--- src/design/jrfi_pkg.sv ---
package jrfi_pkg;

  localparam int OFFSET_W    = 16;
  localparam int FIELD_NUM_W = 6;
  localparam int FIELD_CNT_W = 7;
  localparam int MAX_FIELDS  = 64;

  localparam logic [7:0] COLON_CHAR = 8'h3A;
  localparam logic [7:0] COMMA_CHAR = 8'h2C;

  localparam logic [2:0] DELIM_LEN_MIN = 3'd1;
  localparam logic [2:0] DELIM_LEN_MAX = 3'd4;

  localparam logic [OFFSET_W-1:0] NO_DELIM_OFFSET = '1;

  localparam logic KIND_FIELD   = 1'b0;
  localparam logic KIND_SUMMARY = 1'b1;

  localparam logic [1:0] REG_DELIM_BYTES  = 2'd0;
  localparam logic [1:0] REG_DELIM_LEN    = 2'd1;
  localparam logic [1:0] REG_SCHEMA_COUNT = 2'd2;

  localparam logic [31:0] DELIM_BYTES_RST  = 32'd10;
  localparam logic [2:0]  DELIM_LEN_RST    = 3'd1;
  localparam logic [6:0]  SCHEMA_COUNT_RST = 7'd1;

  typedef struct packed {
    logic [7:0] data_byte;
    logic       buffer_end;
  } in_item_t;

  typedef struct packed {
    logic                   record_kind;
    logic [FIELD_NUM_W-1:0] field_number;
    logic [OFFSET_W-1:0]    start_offset;
    logic [OFFSET_W-1:0]    end_offset;
    logic                   record_done;
    logic                   count_mismatch;
    logic                   delim_found;
    logic                   last_result;
  } result_t;

  typedef struct packed {
    logic [31:0] delim_bytes;
    logic [2:0]  delim_len;
    logic [6:0]  schema_count;
  } cfg_t;

  typedef struct packed {
    logic [FIELD_NUM_W-1:0] num;
    logic [OFFSET_W-1:0]    start_off;
    logic [OFFSET_W-1:0]    end_off;
    logic                   done;
    logic                   mism;
  } field_evt_t;

  // everything one byte produces: a field result and/or a buffer summary
  typedef struct packed {
    logic                has_field;
    field_evt_t          fld;
    logic                has_summary;
    logic                delim_found;
    logic [OFFSET_W-1:0] first_off;
    logic [OFFSET_W-1:0] last_off;
  } event_t;

endpackage

--- src/design/jrfi_front.sv ---
module jrfi_front import jrfi_pkg::*; (
  input  logic     clk,
  input  logic     rst,
  input  cfg_t     cfg,
  input  in_item_t item,
  input  logic     accept,
  output logic     evt_push,
  output event_t   evt
);

  logic [OFFSET_W-1:0]    pos, pos_next;
  logic [23:0]            recent, recent_next;
  logic [2:0]             bsm, bsm_next;
  logic                   in_records, in_records_next;
  logic [OFFSET_W-1:0]    rec_start, rec_start_next;
  logic [OFFSET_W-1:0]    fld_start, fld_start_next;
  logic                   in_value, in_value_next;
  logic [FIELD_CNT_W-1:0] fld_cnt, fld_cnt_next;
  logic [OFFSET_W-1:0]    first_off, first_off_next;
  logic [OFFSET_W-1:0]    last_off, last_off_next;

  logic [2:0]             len;
  logic [2:0]             cnt;
  logic [7:0]             win_b [4];
  logic [1:0]             idx;
  logic                   match;
  logic [7:0]             c;
  logic [OFFSET_W-1:0]    dstart;
  logic [FIELD_NUM_W-1:0] shown;

  always_comb begin
    if (cfg.delim_len < DELIM_LEN_MIN) begin
      len = DELIM_LEN_MIN;
    end else if (cfg.delim_len > DELIM_LEN_MAX) begin
      len = DELIM_LEN_MAX;
    end else begin
      len = cfg.delim_len;
    end
    cnt = (bsm == 3'd7) ? 3'd7 : bsm + 3'd1;

    // newest byte at index 0
    win_b[0] = item.data_byte;
    win_b[1] = recent[7:0];
    win_b[2] = recent[15:8];
    win_b[3] = recent[23:16];

    match = (cnt >= len);
    for (int i = 0; i < 4; i++) begin
      idx = 2'(32'(len) - 32'd1 - i);
      if ((i < 32'(len)) && (win_b[idx] != cfg.delim_bytes[8*i +: 8])) begin
        match = 1'b0;
      end
    end
    c      = win_b[2'(len - 3'd1)];
    dstart = pos - OFFSET_W'(len - 3'd1);
    shown  = (fld_cnt < FIELD_CNT_W'(MAX_FIELDS)) ? fld_cnt[FIELD_NUM_W-1:0]
                                                   : FIELD_NUM_W'(MAX_FIELDS - 1);

    pos_next        = pos + OFFSET_W'(1);
    recent_next     = {recent[15:0], item.data_byte};
    bsm_next        = cnt;
    in_records_next = in_records;
    rec_start_next  = rec_start;
    fld_start_next  = fld_start;
    in_value_next   = in_value;
    fld_cnt_next    = fld_cnt;
    first_off_next  = first_off;
    last_off_next   = last_off;
    evt             = '0;

    if (match) begin
      if (in_records) begin
        evt.has_field     = 1'b1;
        evt.fld.num       = shown;
        evt.fld.start_off = in_value ? fld_start : rec_start;
        evt.fld.end_off   = dstart - OFFSET_W'(1);
        evt.fld.done      = 1'b1;
        evt.fld.mism      = !in_value ||
                            ((8'(fld_cnt) + 8'd1) != 8'(cfg.schema_count));
      end else begin
        first_off_next  = dstart;
        in_records_next = 1'b1;
      end
      last_off_next  = dstart;
      rec_start_next = pos + OFFSET_W'(1);
      in_value_next  = 1'b0;
      fld_cnt_next   = '0;
      bsm_next       = '0;
    end else if (in_records && (cnt >= len)) begin
      if (!in_value && (c == COLON_CHAR)) begin
        fld_start_next = dstart + OFFSET_W'(1);
        in_value_next  = 1'b1;
      end else if (in_value && (c == COMMA_CHAR)) begin
        evt.has_field     = 1'b1;
        evt.fld.num       = shown;
        evt.fld.start_off = fld_start;
        evt.fld.end_off   = dstart;
        if (fld_cnt < FIELD_CNT_W'(MAX_FIELDS)) begin
          fld_cnt_next = fld_cnt + FIELD_CNT_W'(1);
        end
        in_value_next = 1'b0;
      end
    end

    if (item.buffer_end) begin
      evt.has_summary = 1'b1;
      evt.delim_found = in_records_next;
      evt.first_off   = in_records_next ? first_off_next : NO_DELIM_OFFSET;
      evt.last_off    = in_records_next ? last_off_next : NO_DELIM_OFFSET;
      pos_next        = '0;
      recent_next     = '0;
      bsm_next        = '0;
      in_records_next = 1'b0;
      rec_start_next  = '0;
      fld_start_next  = '0;
      in_value_next   = 1'b0;
      fld_cnt_next    = '0;
      first_off_next  = '0;
      last_off_next   = '0;
    end
  end

  assign evt_push = accept && (evt.has_field || evt.has_summary);

  always_ff @(posedge clk) begin
    if (rst) begin
      pos        <= '0;
      recent     <= '0;
      bsm        <= '0;
      in_records <= 1'b0;
      rec_start  <= '0;
      fld_start  <= '0;
      in_value   <= 1'b0;
      fld_cnt    <= '0;
      first_off  <= '0;
      last_off   <= '0;
    end else if (accept) begin
      pos        <= pos_next;
      recent     <= recent_next;
      bsm        <= bsm_next;
      in_records <= in_records_next;
      rec_start  <= rec_start_next;
      fld_start  <= fld_start_next;
      in_value   <= in_value_next;
      fld_cnt    <= fld_cnt_next;
      first_off  <= first_off_next;
      last_off   <= last_off_next;
    end
  end

endmodule

--- src/design/jrfi_queue.sv ---
module jrfi_queue import jrfi_pkg::*; #(
  parameter int DEPTH = 4
) (
  input  logic   clk,
  input  logic   rst,
  input  logic   enq,
  input  event_t wdata,
  output logic   full,
  input  logic   deq,
  output logic   empty,
  output event_t rdata
);

  localparam int IDX_W = (DEPTH > 1) ? $clog2(DEPTH) : 1;
  localparam int CNT_W = $clog2(DEPTH + 1);

  event_t             mem [DEPTH];
  logic [IDX_W-1:0]   wr_ptr;
  logic [IDX_W-1:0]   rd_ptr;
  logic [CNT_W-1:0]   count;
  logic               do_enq;
  logic               do_deq;

  assign full   = (count == CNT_W'(DEPTH));
  assign empty  = (count == '0);
  assign rdata  = mem[rd_ptr];
  assign do_enq = enq && !full;
  assign do_deq = deq && !empty;

  always_ff @(posedge clk) begin
    if (do_enq) begin
      mem[wr_ptr] <= wdata;
    end
  end

  always_ff @(posedge clk) begin
    if (rst) begin
      wr_ptr <= '0;
      rd_ptr <= '0;
      count  <= '0;
    end else begin
      if (do_enq) begin
        wr_ptr <= (wr_ptr == IDX_W'(DEPTH - 1)) ? '0 : wr_ptr + IDX_W'(1);
      end
      if (do_deq) begin
        rd_ptr <= (rd_ptr == IDX_W'(DEPTH - 1)) ? '0 : rd_ptr + IDX_W'(1);
      end
      if (do_enq && !do_deq) begin
        count <= count + CNT_W'(1);
      end else if (do_deq && !do_enq) begin
        count <= count - CNT_W'(1);
      end
    end
  end

endmodule

--- src/design/jrfi_back.sv ---
module jrfi_back import jrfi_pkg::*; (
  input  logic    clk,
  input  logic    rst,
  input  logic    q_empty,
  input  event_t  q_head,
  output logic    q_deq,
  input  logic    pop,
  output logic    empty,
  output result_t result
);

  logic part_sent;
  logic show_field;
  logic split;
  logic take;

  assign show_field = q_head.has_field && !part_sent;
  assign split      = show_field && q_head.has_summary;
  assign empty      = q_empty;
  assign take       = pop && !q_empty;
  assign q_deq      = take && !split;

  always_comb begin
    result = '0;
    if (show_field) begin
      result.record_kind    = KIND_FIELD;
      result.field_number   = q_head.fld.num;
      result.start_offset   = q_head.fld.start_off;
      result.end_offset     = q_head.fld.end_off;
      result.record_done    = q_head.fld.done;
      result.count_mismatch = q_head.fld.mism;
      result.last_result    = !q_head.has_summary;
    end else begin
      result.record_kind  = KIND_SUMMARY;
      result.start_offset = q_head.first_off;
      result.end_offset   = q_head.last_off;
      result.delim_found  = q_head.delim_found;
      result.last_result  = 1'b1;
    end
  end

  always_ff @(posedge clk) begin
    if (rst) begin
      part_sent <= 1'b0;
    end else if (take) begin
      part_sent <= split;
    end
  end

endmodule

--- src/design/json_record_field_indexer.sv ---
// Record field indexer. Takes one buffer byte per cycle whenever full is low
// and reports, per record, the start and end offsets of each field (colon to
// comma, end exclusive; last field up to the delimiter, end inclusive), with
// a field count check on the closing field, plus a summary of first and last
// delimiter offsets on the byte that carries buffer_end. A byte is classified
// in the cycle it is accepted; its results wait in a QUEUE_DEPTH-entry queue
// and leave one per pop, so a byte that closes a field and also ends the
// buffer needs two pops. Sustained rate is one byte per cycle as long as pop
// keeps up; the output side sets the limit otherwise. Registers (APB, 4-byte
// stride): 0x0 delimiter bytes (first byte low, reset 0x0A), 0x4 delimiter
// length (1..4 after clamping, reset 1), 0x8 schema field count (reset 1).
module json_record_field_indexer import jrfi_pkg::*; #(
  parameter int QUEUE_DEPTH = 4
) (
  input  logic        clk,
  input  logic        rst,
  input  logic        push,
  output logic        full,
  input  in_item_t    item,
  output logic        empty,
  input  logic        pop,
  output result_t     result,
  input  logic        psel,
  input  logic        penable,
  input  logic        pwrite,
  input  logic [3:0]  paddr,
  input  logic [31:0] pwdata,
  output logic [31:0] prdata,
  output logic        pready
);

  cfg_t   cfg;
  logic   accept;
  logic   evt_push;
  event_t evt;
  logic   q_empty;
  event_t q_head;
  logic   q_deq;
  logic   wr_en;

  assign pready = 1'b1;
  assign wr_en  = psel && penable && pwrite && pready;
  assign accept = push && !full;

  always_ff @(posedge clk) begin
    if (rst) begin
      cfg.delim_bytes  <= DELIM_BYTES_RST;
      cfg.delim_len    <= DELIM_LEN_RST;
      cfg.schema_count <= SCHEMA_COUNT_RST;
    end else if (wr_en) begin
      case (paddr[3:2])
        REG_DELIM_BYTES:  cfg.delim_bytes  <= pwdata;
        REG_DELIM_LEN:    cfg.delim_len    <= pwdata[2:0];
        REG_SCHEMA_COUNT: cfg.schema_count <= pwdata[6:0];
        default: ;
      endcase
    end
  end

  always_comb begin
    case (paddr[3:2])
      REG_DELIM_BYTES:  prdata = cfg.delim_bytes;
      REG_DELIM_LEN:    prdata = {29'd0, cfg.delim_len};
      REG_SCHEMA_COUNT: prdata = {25'd0, cfg.schema_count};
      default:          prdata = '0;
    endcase
  end

  jrfi_front u_front (
    .clk      (clk),
    .rst      (rst),
    .cfg      (cfg),
    .item     (item),
    .accept   (accept),
    .evt_push (evt_push),
    .evt      (evt)
  );

  jrfi_queue #(
    .DEPTH (QUEUE_DEPTH)
  ) u_queue (
    .clk   (clk),
    .rst   (rst),
    .enq   (evt_push),
    .wdata (evt),
    .full  (full),
    .deq   (q_deq),
    .empty (q_empty),
    .rdata (q_head)
  );

  jrfi_back u_back (
    .clk     (clk),
    .rst     (rst),
    .q_empty (q_empty),
    .q_head  (q_head),
    .q_deq   (q_deq),
    .pop     (pop),
    .empty   (empty),
    .result  (result)
  );

endmodule

--- config.mk ---
export PLATFORM = sky130hd
export DESIGN_NAME = json_record_field_indexer
export DESIGN_NICKNAME = d
export VERILOG_FILES = /design/src/design/jrfi_pkg.sv /design/src/design/jrfi_front.sv /design/src/design/jrfi_queue.sv /design/src/design/jrfi_back.sv /design/src/design/json_record_field_indexer.sv
export SDC_FILE = /design/constraint.sdc
export NUM_CORES = 1
export LEC_CHECK = 0
export ABC_AREA = 1
export ABC_CLOCK_PERIOD_IN_PS = 11100
export BUFFER_PORTS_ARGS = -buffer_cell sky130_fd_sc_hd__buf_2
export CORE_ASPECT_RATIO = 0.6
export CORE_MARGIN = 4
export CORE_UTILIZATION = 39
export DETAILED_ROUTE_END_ITERATION = 6
export GPL_TIMING_DRIVEN = 0
export HOLD_SLACK_MARGIN = 0.1
export SLEW_MARGIN = 0
export SYNTH_ARGS = -nofsm -noshare
export SYNTH_HDL_FRONTEND = slang
export SYNTH_HIERARCHICAL = 1
export SYNTH_SLANG_ARGS = --single-unit
--- constraint.sdc ---
create_clock -name clk -period 11.1 [get_ports clk]
set_input_delay 1.11 -clock clk [delete_from_list [all_inputs] [get_ports clk]]
set_output_delay 1.11 -clock clk [all_outputs]
set_load 0.005 [all_outputs]
==> metrics.cfg <==
[outcome]
status=completed

[placement]
gp_congestion=0.951
dp_hpwl_mm=62.5
place_inst=3860
placed_area_um2=26400
io_buffers=125

[sta]
setup_viol=0
worst_pin_slew_ns=1.10
slew_viol_final=0
skew_ns=0.0266
period_needed_ns=6.65
hold_viol_final=0
post-route-period-util=0.599
rsz0062_at_grt=no
max_freq_mhz=150
slew_headroom=0.267

[final_layout]
fin_util=0.453
fill_cells=6002
final_layout_size_suffix_gt1_frac=0.142
antennaDiodeCount=0
area_delta_synth_final_pct=13.9
fin_cells=3945
final_cell_area_um2=27800
layout.nets=3163

[floorplan]
die_w_um=331
fp-row-count=70
die_area_um2=66900
die_h_um=202
initial_core_util=0.398
io-pin-count=130
coreArea_um2=61500

[clock_network]
post_cts_buffers=0
htreeDepth=2
cts.sinks=468
cts_buffer_depth=3
clkSlewWorstSetupHoldPaths_ns=0.06
cts_resized=0
tritoncts=yes
hold_buffers=0
clock_latency_ns=0.61
cts_buffers=47
cts_root_buf=clkbuf_16

[synth]
synth_area_um2=24400
synth_cell_types=52
synth_edf_count=300
yosysWarnings=6
ys_seq_area_frac=0.506
synthAdderAreaFrac=0.0160
synth_top_family_by_area=simple AND/OR/NAND/NOR gates
muxShareOfSynthArea=0
synth_cells=2888
synth_seq_cells=468
avgSynthCellArea_um2=8.46
yosys.area_share.simple=0.263
synth-main-ff-cell=edfxtp_1
async_flop_share=0
synth-compound-area-share=0.122
synth_xor_area_frac=0.00998
yosys.area.top_type=edfxtp_1
synth_top_area_frac=0.369
yosys-top-cells-area=edfxtp_1 (37%), dfxtp_1 (14%), nand2_1 (11%)

[drt]
drc=0
wl_mm=82.8
avgRoutedWirePerCell_um=21.0
vias_per_cell=5.36
vias=21100
drt_pass1_iterations=6
first_iter_violations=2591
antenna_left=0

[worst_setup_path]
critPathRequiredTime_ns=11.38
end_kind=register
startpoint_type=register
path_max_fanout=27
reg2reg_slack_ns=4.45
path_class=reg -> reg
arrival_ns=6.93

[pwr]
pwr-share-seq=0.376
p_int_uw=3380
powerDensity_nw_per_um2=194
p_sw_uw=2010
leakagePower_uw=0.0108
p_sw_frac=0.372
combPwrFrac=0.335
clkPwrFrac=0.289
ir_drop_uv=125

[global_route]
antenna_found_initial=2
grt_max_degree=29
grt_pass1_wl_mm=122
grt_overflow=0
grt_pass1_vias=19500
globalRouteTotalUtil=0.242

[min_path]
min_path_type=reg -> reg

[job]
maxCapViolations=0

[worst max-delay path: stages, from the launching register on]
cell	delay, ns
dfxtp_1	0.59
inv_2	0.14
nor2_8	0.20
inv_2	0.14
buf_6	0.18
ha_1	0.39
buf_2	0.23
buf_1	0.41
nand3_1	0.28
nand3_1	0.19
inv_1	0.05
nor2_1	0.12
nand3_1	0.09
nor2_1	0.14
nand2_1	0.15
nor2_4	0.17
nand2_1	0.13
inv_2	0.31
nor2_2	0.16
inv_2	0.18
o21ai_1	0.18
inv_1	0.17
nand2_1	0.29
nor2_4	0.82
buf_12	0.29
buf_12	0.23
[layout make-up]
cell class | count | area (um^2) | share of cell area
sequential | 468 | 12400 | 0.445
multi-input combinational | 2009 | 10100 | 0.364
clock buffer | 53 | 1200 | 0.0431
tap | 828 | 1040 | 0.0372
inverter | 265 | 1010 | 0.0363
buffer | 155 | 993 | 0.0357
timing repair buffer | 135 | 826 | 0.0297
clock inverter | 32 | 264 | 0.00949
[sequential cells by signal, indices dropped and copies added, names as in the netlist, 2 cells and up, named ones only]
name and cells:
u_queue/mem 300, u_front/rec_start 16, u_queue/wr_ptr 2, u_front/recent 24, u_front/last_off 16, u_front/pos 16
u_queue/count 3, u_front/fld_cnt 7, u_queue/rd_ptr 2, u_front/fld_start 16, u_front/first_off 16, u_front/bsm 3
cfg 42
[cell usage after synthesis, types with 3 or more instances]
master,instances
o22ai_1,54
buf_1,8
nand3b_1,28
nor2_8,3
nor2_1,339
nor2_4,45
inv_2,11
or2_2,5
ha_1,28
buf_4,11
o31ai_1,8
o21ai_2,6
dfxtp_1,168
nor3_1,15
a31oi_1,3
clkbuf_1,66
edfxtp_1,300
a22o_1,4
a21oi_1,146
a211oi_1,3
nand3_1,218
xor2_1,18
o21ai_0,188
inv_1,248
o22ai_2,40
buf_2,33
o21ai_1,47
nand4_1,39
xnor2_1,8
nand2_4,7
nor2_2,18
nand2_2,10
buf_12,5
buf_6,30
nand2_1,701
[final timing paths]
| path | startpoint | to | depth (start not counted) |
|---|---|---|---|
| setup / recovery | cfg[8]$_SDFFE_PP0P_ | u_queue/mem[2][71]$_DFFE_PP_ | 25 |
| hold / removal | u_front/first_off[7]$_SDFFE_PP0P_ | u_front/first_off[7]$_SDFFE_PP0P_ | 2 |
| setup reg to reg | cfg[8]$_SDFFE_PP0P_ | u_queue/mem[2][71]$_DFFE_PP_ | 25 |
| hold reg to reg | u_front/first_off[7]$_SDFFE_PP0P_ | u_front/first_off[7]$_SDFFE_PP0P_ | 2 |
[per-layer routing]
metal  part of all wire  wire [um]  GRT usage  vias up
li1                   -          -          -    10100
met1               0.48      40100      0.385    10100
met2               0.38      31300      0.316      915
met3               0.12      10100     0.0754       89
met4              0.015       1260     0.0458        2
met5            0.00012         10          0        -
[power groups by stage]
| stage | Sequential (uW) | Combinational [uW] | Clock (uW) |
|---|---|---|---|
| floorplan | 2050 | 1150 | 0 |
| global placement | 2080 | 1820 | 0 |
| detailed placement | 2060 | 1780 | 0 |
| CTS | 2020 | 1780 | 1600 |
| global route | 2040 | 1960 | 1670 |
| finish | 2030 | 1800 | 1560 |
[metrics by stage]
step                TNS [ns]  total power, uW  hold WS (ns)  worst slack (ns)
floorplan                  0             3190         0.437              4.24
global placement      -19.12             3900         0.449            -0.205
detailed placement         0             3840         0.454              4.54
CTS                        0             5410         0.464              4.52
global route               0             5670         0.481              3.96
finish                     0             5390         0.467              4.45
[cells in the final DEF (no fill, tap or decap), drive strengths merged]
| cell type | netlist | routed |
|---|---|---|
| a211oi | 3 | 3 |
| a21o | 1 | 1 |
| a21oi | 147 | 147 |
| a22o | 4 | 4 |
| a31oi | 3 | 3 |
| and2 | 1 | 1 |
| buf | 89 | 224 |
| bufinv | 0 | 3 |
| clkbuf | 66 | 119 |
| clkinv | 2 | 21 |
| clkinvlp | 0 | 6 |
| conb | 2 | 11 |
| dfxtp | 168 | 168 |
| edfxtp | 300 | 300 |
| fa | 2 | 2 |
| ha | 28 | 28 |
| inv | 263 | 267 |
| nand2 | 718 | 718 |
| nand3 | 220 | 220 |
| nand3b | 28 | 28 |
| nand4 | 39 | 39 |
| nor2 | 405 | 405 |
| nor3 | 15 | 15 |
| nor3b | 2 | 2 |
| nor4 | 2 | 2 |
| o211ai | 2 | 2 |
| o21a | 1 | 1 |
| o21ai | 241 | 241 |
| o21bai | 2 | 2 |
| o22ai | 94 | 94 |
| o31ai | 8 | 8 |
| or2 | 5 | 5 |
| xnor2 | 8 | 8 |
| xor2 | 19 | 19 |
[cell families (layout without fill, tap and decap cells)]
family | after synthesis | count (layout)
other cells | 2 | 11
xor+xnor | 27 | 27
buf+inv | 420 | 640
fa+ha+maj | 30 | 30
simple gates | 1435 | 1435
flops | 468 | 468
compound gates | 506 | 506
(Power assumes the default switching activity.)
